[config.mk]
export PLATFORM = sky130hd
export DESIGN_NAME = lane_point_clustering
export DESIGN_NICKNAME = d
export VERILOG_FILES = /design/src/rtl/lpc_pkg.sv /design/src/rtl/lpc_divider.sv /design/src/rtl/lane_point_clustering.sv
export SDC_FILE = /design/constraint.sdc
export NUM_CORES = 2
export LEC_CHECK = 0
export BUFFER_PORTS_ARGS = -buffer_cell sky130_fd_sc_hd__buf_2
export CAP_MARGIN = 20
export CORE_ASPECT_RATIO = 0.9
export CORE_MARGIN = 3
export CORE_UTILIZATION = 57
export CTS_BUF_LIST = sky130_fd_sc_hd__clkbuf_4 sky130_fd_sc_hd__clkbuf_8 sky130_fd_sc_hd__clkbuf_16
export DETAILED_ROUTE_END_ITERATION = 6
export PLACE_DENSITY_LB_ADDON = 0.15
export SYNTH_ARGS = -nofsm -noshare
export SYNTH_HDL_FRONTEND = slang
export SYNTH_SLANG_ARGS = --single-unit
[constraint.sdc]
create_clock -name clk -period 13.3 [get_ports clk]
set_clock_uncertainty 0.2 [all_clocks]
set_input_delay 1.33 -clock clk [delete_from_list [all_inputs] [get_ports clk]]
set_output_delay 1.33 -clock clk [all_outputs]
set_load 0.01 [all_outputs]
[src/rtl/lpc_pkg.sv]
// Package for the lane point clustering block: result kinds, state encoding,
// configuration register indices and fixed widths. No dependencies.
package lpc_pkg;

  localparam int unsigned FeatW   = 16;
  localparam int unsigned PointW  = 17;
  localparam int unsigned CountW  = 17;
  localparam int unsigned DistW   = 34;
  localparam int unsigned CountMax = 65536;

  typedef enum logic [1:0] {
    KIND_JOIN   = 2'd0,
    KIND_NEW    = 2'd1,
    KIND_DROP   = 2'd2,
    KIND_REPORT = 2'd3
  } kind_t;

  typedef enum logic [3:0] {
    ST_IDLE,
    ST_DIST,
    ST_CMP,
    ST_DIV,
    ST_DIVNEXT,
    ST_PEMIT,
    ST_RPT,
    ST_REMIT
  } state_t;

  typedef enum logic [1:0] {
    REG_THRESH = 2'd0,
    REG_DIST   = 2'd1,
    REG_WIDTH  = 2'd2,
    REG_HEIGHT = 2'd3
  } cfg_reg_t;

endpackage

[src/rtl/lpc_divider.sv]
// Restoring divider for the running-mean update, one quotient bit per cycle.
// Depends on lpc_pkg.
module lpc_divider (
  input  logic        clk,
  input  logic        rst_n,
  input  logic        start,
  input  logic [33:0] dividend,   // magnitude, below 2^34
  input  logic [17:0] divisor,    // nonzero
  output logic        done,
  output logic [33:0] quotient
);
  import lpc_pkg::*;

  logic [33:0] quo_r, quo_nxt;
  logic [34:0] rem_r, rem_nxt;
  logic [17:0] dvs_r, dvs_nxt;
  logic [5:0]  cnt_r, cnt_nxt;
  logic        busy_r, busy_nxt;
  logic [34:0] trial;

  // One shift and subtract step per cycle.
  always_comb begin
    quo_nxt  = quo_r;
    rem_nxt  = rem_r;
    dvs_nxt  = dvs_r;
    cnt_nxt  = cnt_r;
    busy_nxt = busy_r;
    trial    = {rem_r[33:0], quo_r[33]};
    if (start) begin
      quo_nxt  = dividend;
      rem_nxt  = '0;
      dvs_nxt  = divisor;
      cnt_nxt  = 6'd34;
      busy_nxt = 1'b1;
    end else if (busy_r) begin
      if (trial >= {17'd0, dvs_r}) begin
        rem_nxt = trial - {17'd0, dvs_r};
        quo_nxt = {quo_r[32:0], 1'b1};
      end else begin
        rem_nxt = trial;
        quo_nxt = {quo_r[32:0], 1'b0};
      end
      cnt_nxt = cnt_r - 6'd1;
      if (cnt_r == 6'd1) busy_nxt = 1'b0;
    end
  end

  always_ff @(posedge clk) begin
    if (!rst_n) begin
      busy_r <= 1'b0;
      cnt_r  <= '0;
    end else begin
      busy_r <= busy_nxt;
      cnt_r  <= cnt_nxt;
    end
    quo_r <= quo_nxt;
    rem_r <= rem_nxt;
    dvs_r <= dvs_nxt;
  end

  assign done     = busy_r && (cnt_r == 6'd1);
  assign quotient = {quo_r[32:0], (trial >= {17'd0, dvs_r})};
endmodule

[src/rtl/lane_point_clustering.sv]
// Top level of the lane point clustering block: sequencer, lane tables and
// one shared multiplier. Depends on lpc_pkg and lpc_divider.
// An item is taken in ST_IDLE. Each lane scanned squares the difference of every
// feature component on the shared multiplier and accumulates it, then compares. A join
// then per component forms a product, starts the divider and awaits a 34-step division.
// Point results and lane reports are each held until out_tready accepts them.
// The input is not ready again until every result of an item is taken.
// Reset (synchronous, rst_n low) empties the lane table and loads default registers.
module lane_point_clustering #(
  parameter int MAX_LANES = 16
) (
  input  logic         clk,
  input  logic         rst_n,
  input  logic         in_tvalid,
  output logic         in_tready,
  // confidence, offset_row, offset_col, feature_a..d, cell_row, cell_col
  input  logic [127:0] in_tdata,
  input  logic         in_tlast,  // last_cell
  output logic         out_tvalid,
  input  logic         out_tready,
  // lane number, point_x, point_y, lane_points, lane_kept
  output logic [55:0]  out_tdata,
  output logic [1:0]   out_tuser, // result_kind
  output logic         out_tlast, // last_result
  input  logic         cfg_we,
  input  logic [1:0]   cfg_index,
  input  logic [31:0]  cfg_data
);
  import lpc_pkg::*;

  localparam int LW = (MAX_LANES > 1) ? $clog2(MAX_LANES) : 1;
  localparam int NW = $clog2(MAX_LANES + 1);
  localparam int RptN = (MAX_LANES < 16) ? MAX_LANES : 16;

  // Configuration registers.
  logic signed [15:0] thr_r;
  logic [31:0] dthr_r;
  logic [8:0]  gw_r, gh_r;
  always_ff @(posedge clk) begin
    if (!rst_n) begin
      thr_r  <= 16'sd3318;
      dthr_r <= 32'd3690988;
      gw_r   <= 9'd64;
      gh_r   <= 9'd32;
    end else if (cfg_we) begin
      case (cfg_index)
        REG_THRESH: thr_r  <= cfg_data[15:0];
        REG_DIST:   dthr_r <= cfg_data;
        REG_WIDTH:  gw_r   <= cfg_data[8:0];
        REG_HEIGHT: gh_r   <= cfg_data[8:0];
        default: ;
      endcase
    end
  end

  // Lane tables.
  logic signed [15:0] mean_r [MAX_LANES][4];
  logic [CountW-1:0]  cnt_r  [MAX_LANES];
  logic [NW-1:0]      used_r;

  // Item registers.
  state_t st_r, st_nxt;
  logic signed [15:0] f_r [4];
  logic [PointW-1:0]  px_r, py_r;
  logic               last_r;
  logic [LW-1:0]      idx_r;
  logic [1:0]         comp_r;
  logic [DistW-1:0]   acc_r;
  logic signed [33:0] prod_r;
  logic               prod_v_r;
  kind_t              kind_r;
  logic signed [15:0] newm_r [4];

  // Input decode.
  logic signed [15:0] i_conf, i_orow, i_ocol;
  logic signed [17:0] i_x, i_y;
  logic               i_keep;
  assign i_conf = in_tdata[15:0];
  assign i_orow = in_tdata[31:16];
  assign i_ocol = in_tdata[47:32];
  assign i_x = $signed({2'b00, in_tdata[127:120], 8'd0}) + 18'(i_ocol);
  assign i_y = $signed({2'b00, in_tdata[119:112], 8'd0}) + 18'(i_orow);
  assign i_keep = (i_conf > thr_r) && !i_x[17] && !i_y[17]
               && (i_x <= $signed({1'b0, gw_r, 8'd0}))
               && (i_y <= $signed({1'b0, gh_r, 8'd0}));

  // Shared multiplier: difference squared in distance scan, mean times count in
  // the update.
  logic signed [16:0] diff;
  logic signed [17:0] mop_b;
  logic signed [16:0] mop_a;
  logic signed [34:0] mprod;
  assign diff  = 17'(mean_r[idx_r][comp_r]) - 17'(f_r[comp_r]);
  always_comb begin
    if (st_r == ST_DIST) begin
      mop_a = diff;
      mop_b = 18'(diff);
    end else begin
      mop_a = 17'(mean_r[idx_r][comp_r]);
      mop_b = $signed({1'b0, cnt_r[idx_r]});
    end
  end
  assign mprod = mop_a * mop_b;

  // Running sum and divider.
  logic signed [34:0] sum;
  logic [33:0] mag;
  logic        div_start, div_done;
  logic [33:0] quo;
  logic [17:0] dvs;
  assign sum = 35'(prod_r) + 35'(f_r[comp_r]);
  assign mag = sum[34] ? 34'(-sum) : 34'(sum);
  assign dvs = {1'b0, cnt_r[idx_r]} + 18'd1;
  lpc_divider u_div (
    .clk(clk), .rst_n(rst_n), .start(div_start),
    .dividend(34'({mag, 1'b0} + {17'd0, dvs})),
    .divisor(dvs), .done(div_done), .quotient(quo)
  );
  // Rounded quotient: (2m+d)/(2d) is the floor of (2m+d)/d halved.
  logic [15:0] qmag;
  assign qmag = quo[16:1];

  logic        last_lane, have_lanes, rpt_end;
  logic [NW:0] idx_inc;
  assign have_lanes = used_r != '0;
  assign idx_inc    = (NW+1)'(idx_r) + (NW+1)'(1);
  assign last_lane  = idx_inc >= (NW+1)'(used_r);
  assign rpt_end    = last_lane || (idx_inc >= (NW+1)'(RptN));

  // Next state.
  always_comb begin
    st_nxt = st_r;
    case (st_r)
      ST_IDLE: if (in_tvalid) begin
        if (i_keep) st_nxt = (used_r != '0) ? ST_DIST : ST_PEMIT;
        else if (in_tlast && have_lanes) st_nxt = ST_RPT;
      end
      ST_DIST: if (comp_r == 2'd3 && prod_v_r) st_nxt = ST_CMP;
      ST_CMP: begin
        if (acc_r <= {2'b0, dthr_r}) st_nxt = ST_DIV;
        else if (last_lane) st_nxt = ST_PEMIT;
        else st_nxt = ST_DIST;
      end
      ST_DIV: if (prod_v_r) st_nxt = ST_DIVNEXT;
      ST_DIVNEXT: if (div_done) st_nxt = (comp_r == 2'd3) ? ST_PEMIT : ST_DIV;
      ST_PEMIT: if (out_tready)
        st_nxt = (last_r && have_lanes) ? ST_RPT : ST_IDLE;
      ST_RPT: st_nxt = ST_REMIT;
      ST_REMIT: if (out_tready)
        st_nxt = rpt_end ? ST_IDLE : ST_RPT;
      default: st_nxt = ST_IDLE;
    endcase
  end

  assign div_start = (st_r == ST_DIV) && prod_v_r;
  assign in_tready = (st_r == ST_IDLE);

  // Operand phase flag: alternates while the multiplier serves a step.
  always_ff @(posedge clk) begin
    if (!rst_n) begin
      prod_v_r <= 1'b0;
    end else if (st_r == ST_DIST || st_r == ST_DIV) begin
      prod_v_r <= !prod_v_r;
    end else begin
      prod_v_r <= 1'b0;
    end
  end

  // Datapath registers.
  always_ff @(posedge clk) begin
    if (!rst_n) begin
      st_r     <= ST_IDLE;
      used_r   <= '0;
      for (int i = 0; i < MAX_LANES; i++) cnt_r[i] <= '0;
    end else begin
      st_r     <= st_nxt;
      case (st_r)
        ST_IDLE: if (in_tvalid) begin
          for (int c = 0; c < 4; c++) f_r[c] <= in_tdata[48+16*c +: 16];
          px_r   <= i_x[16:0];
          py_r   <= i_y[16:0];
          last_r <= in_tlast;
          idx_r  <= '0;
          comp_r <= '0;
          acc_r  <= '0;
          if (i_keep && used_r == '0) begin
            kind_r <= KIND_NEW;
            for (int c = 0; c < 4; c++) mean_r[0][c] <= in_tdata[48+16*c +: 16];
            cnt_r[0] <= 17'd1;
            used_r   <= NW'(1);
          end else if (!i_keep && in_tlast && have_lanes) begin
            kind_r <= KIND_REPORT;
          end else if (!i_keep && in_tlast) begin
            for (int i = 0; i < MAX_LANES; i++) cnt_r[i] <= '0;
          end
        end
        ST_DIST: begin
          if (prod_v_r) begin
            acc_r  <= acc_r + DistW'(mprod[33:0]);
            comp_r <= comp_r + 2'd1;
          end
        end
        ST_CMP: begin
          acc_r  <= '0;
          comp_r <= '0;
          if (acc_r <= {2'b0, dthr_r}) begin
            kind_r <= KIND_JOIN;
          end else if (last_lane) begin
            if ((NW+1)'(used_r) < (NW+1)'(MAX_LANES)) begin
              kind_r <= KIND_NEW;
              idx_r  <= LW'(used_r);
              for (int c = 0; c < 4; c++) mean_r[LW'(used_r)][c] <= f_r[c];
              cnt_r[LW'(used_r)] <= 17'd1;
              used_r <= used_r + NW'(1);
            end else begin
              kind_r <= KIND_DROP;
              idx_r  <= '0;
            end
          end else begin
            idx_r <= idx_r + LW'(1);
          end
        end
        ST_DIV: begin
          if (!prod_v_r) prod_r <= mprod[33:0];
        end
        ST_DIVNEXT: if (div_done) begin
          newm_r[comp_r] <= sum[34] ? -$signed(qmag) : $signed(qmag);
          comp_r <= comp_r + 2'd1;
          if (comp_r == 2'd3) begin
            for (int c = 0; c < 3; c++) mean_r[idx_r][c] <= newm_r[c];
            mean_r[idx_r][3] <= sum[34] ? -$signed(qmag) : $signed(qmag);
            if (cnt_r[idx_r] < CountW'(CountMax)) cnt_r[idx_r] <= cnt_r[idx_r] + CountW'(1);
          end
        end
        ST_PEMIT: if (out_tready) begin
          idx_r <= (last_r && have_lanes) ? '0 : idx_r;
          if (last_r && have_lanes) kind_r <= KIND_REPORT;
          if (last_r && !have_lanes) for (int i = 0; i < MAX_LANES; i++) cnt_r[i] <= '0;
        end
        ST_REMIT: if (out_tready) begin
          if (st_nxt == ST_IDLE) begin
            used_r <= '0;
            for (int i = 0; i < MAX_LANES; i++) cnt_r[i] <= '0;
          end else begin
            idx_r <= idx_r + LW'(1);
          end
        end
        default: ;
      endcase
    end
  end

  // Outputs.
  logic rpt;
  assign rpt = (st_r == ST_REMIT);
  assign out_tvalid = (st_r == ST_PEMIT) || rpt;
  assign out_tuser  = kind_r;
  assign out_tlast  = rpt ? rpt_end : !(last_r && have_lanes);
  always_comb begin
    out_tdata = '0;
    out_tdata[3:0] = 4'(idx_r);
    if (rpt) begin
      out_tdata[54:38] = cnt_r[idx_r];
      out_tdata[55]    = cnt_r[idx_r] >= 17'd2;
    end else begin
      out_tdata[20:4]  = px_r;
      out_tdata[37:21] = py_r;
    end
  end
endmodule

==> impl_metrics.yaml <==
run_status:
  status: "complete, no violations"
drt:
  vias_per_cell: 6.14
  dr.pass1.iters: 6
  post_drt_wl_per_cell_um: 26.6
  routed_wirelength_mm: 239
  first_iter_violations: 5939
  vias: 55200
  drc: 0
  antenna_left: 0
clock_tree:
  clock-sinks: 1694
  cts-root-buf: "clkbuf_16"
  clock_latency_ns: 0.86
  cts_hold_buf: 0
  cts_tree: "yes"
  cts-buffers-inserted: 170
  clockBufferDepth: 3
  cts_max_level: 4
  cts.clk_slew.worst_paths_ns: 0.06
logic_synthesis:
  syn_avg_cell_area_um2: 13.9
  ys_warn_count: 0
  ys_top_cells_by_area: "edfxtp_1 (53%), mux4_2 (11%), fa_1 (7.1%), ha_1 (4.3%), nor2_1 (2.9%)"
  ys_seq_area_frac: 0.563
  synth_seq_cells: 1694
  synth_top_cell_area_share: 0.535
  synthCells: 6354
  ys.flop_type: "edfxtp_1"
  async_flop_share: 0
  synth_top_cell_by_area: "edfxtp_1"
  netlist_area_mm2: 0.0882
  syn_nets: 7139
  synth_edf_count: 1571
  netlist-cell-type-count: 108
die:
  coreArea_mm2: 0.153
  die_w_um: 421
  fp.dieH_um: 379
  pin_count: 229
  rows: 136
  dieArea_mm2: 0.160
  initial_core_util: 0.575
layout:
  drive_gt1_frac: 0.206
  fin_cells: 8991
  utilization: 0.651
  num-fill-cells: 11000
  syn_to_final_growth_pct: 13.1
  final_cell_area_mm2: 0.0998
  nNetsFinal: 7564
grt:
  grt_first_pass_wirelength_mm: 354
  grt_antenna_before_repair: 6
  overflow: 0
  first_global_vias: 54600
  grt_usage: 0.301
  grt_max_degree: 80
timing:
  hold_viol: 0
  fin_ws_ns: 0.355
  fin_crit_sh: 0.973
  finalSetupViolCount: 0
  slew_headroom: 0.222
  fmax_mhz: 77.3
  finalCriticalPeriod_ns: 12.94
  tightestPinTransition_ns: 1.16
  finalMaxSlewViolations: 0
  tns_ns: 0
placed_design:
  place.gp.congestion: 0.981
  dpl_cell_area_mm2: 0.0932
  placed_cells: 8627
  dp_hpwl_mm: 163
  dp_slack_ns: 0.165
  portBuffers: 228
run:
  maxCapViolations: 0
worst_hold_path:
  worstHoldPathCells: 2
  hold_path.class: "reg2reg"
setup_path:
  crit_path_end_kind: "flop"
  cpMaxStageDelayCell: "or4b_2"
  rr_worst_depth: 43
  crit_fanout: 13
  required_ns: 13.61
  r2r_slack_ns: 0.36
  worstPathArrival_ns: 13.25
  crit_top_cell: "fa_1"
  setup.worst_path.class: "reg2reg"
  startpoint_type: "flop"
  slowest_delay_ns: 0.64
pwr:
  power.density_mw_per_mm2: 271
  vdd_drop_max_mv: 1.06
  leakage_nw: 36.4
[registers in the layout (all words and copies together) (netlist names), 2 cells and up, named ones only]
name and flops:
u_div.quo_r 34, mean_r 1024, dthr_r 32, px_r 17, st_r 4, newm_r 48, py_r 17, cnt_r 272
idx_r 4, acc_r 34, f_r 64, gw_r 9, prod_r 34, u_div.cnt_r 6, u_div.dvs_r 18, u_div.rem_r 34
used_r 5, gh_r 9, out_tuser 2, comp_r 2, thr_r 16
[cell usage after synthesis, types with 57 or more instances]
cell type,instances
mux2i_1,72
xor2_1,89
nor3_1,66
nand2_1,509
xnor2_1,139
fa_1,312
mux4_2,437
dfxtp_1,123
nand3_1,57
o21ai_0,210
nand2b_1,57
nor2b_1,74
ha_1,305
clkbuf_1,204
a21o_1,75
a21oi_1,231
inv_1,503
nor2_1,675
edfxtp_1,1571
[repair_timing]
action,CTS,global route
buffers inserted,0,36
gates resized for setup,2,74
pin swaps,0,21
hold endpoints to repair,0,0
setup endpoints to repair,1,4
gates cloned,0,7
[area by class of cell]
cell class / count / area, um2 / share of cell area
clock buffers: 209 / 4570 / 0.0458
repair buffers: 536 / 3840 / 0.0385
diodes: 4 / 10.0 / 0.000100
clock inverters: 101 / 1160 / 0.0116
flip-flops and latches: 1694 / 49700 / 0.498
well taps: 2070 / 2590 / 0.0260
multi-input cells: 3871 / 36000 / 0.361
inverters: 506 / 1900 / 0.0190
[where the power goes]
part           leakage [nW]  total (mW)  switching (mW)  internal (mW)
clock                  2.82        4.85            2.12           2.73
combinational          18.0        16.0            9.07           6.91
sequential             15.6        6.24          0.0516           6.19
[routing by layer]
layer | track usage | wire [um] | up-vias
met2 | 0.470 | 112000 | 2600
met1 | 0.427 | 95800 | 28000
met5 | 0 | 14 | -
li1 | - | - | 24200
met4 | 0.105 | 9270 | 2
met3 | 0.0604 | 22400 | 400
[cells by family (layout without fill, tap and decap cells)]
family / count (synthesis) / count (layout) / share of synthesized area
flip-flops: 1694 / 1694 / 0.563
AND/OR/NAND/NOR: 1676 / 1676 / 0.0855
AO/OA/AOI/OAI: 829 / 829 / 0.0596
buffers and inverters: 789 / 1352 / 0.0342
adder cells (fa/ha/maj): 617 / 617 / 0.114
multiplexers: 516 / 516 / 0.121
XOR/XNOR: 232 / 232 / 0.0235
other: 1 / 5 / 0.0000425
[metrics by stage]
step                      power, mW  hold slack, ns
after detailed placement       21.6           0.246
after global routing           29.0           0.271
after floorplan                16.9           0.236
after CTS                      26.5           0.254
after global placement         21.5           0.244
final                          27.1           0.254
[cell usage in the layout, fill, tap and decap left out, types with 88 or more instances in the layout]
master,n
nand2_1,507
clkbuf_16,176
xnor2_1,138
dfxtp_1,117
nor2_1,647
a21oi_1,224
fa_1,311
buf_4,273
inv_1,499
mux4_2,437
o21ai_0,196
xor2_1,88
edfxtp_1,1571
buf_2,228
ha_1,298
[critical path, delay by kind of cell, from the launching register on]
family,cells,cell delay (ns)
multiplexers,3,1.58
AO/OA/AOI/OAI,16,3.23
buffers and inverters,6,0.75
AND/OR/NAND/NOR,6,1.77
XOR/XNOR,3,0.57
adder cells (fa/ha/maj),9,3.97
flip-flops,1,0.51
[path summary, 6_finish.rpt]
path / startpoint / endpoint
worst max-delay path: flop / acc_r[33]
worst max register to register: flop / acc_r[33]
worst min register to register: dthr_r[1] / dthr_r[1]
worst min-delay path: dthr_r[1] / dthr_r[1]
(Power assumes the default switching activity.)
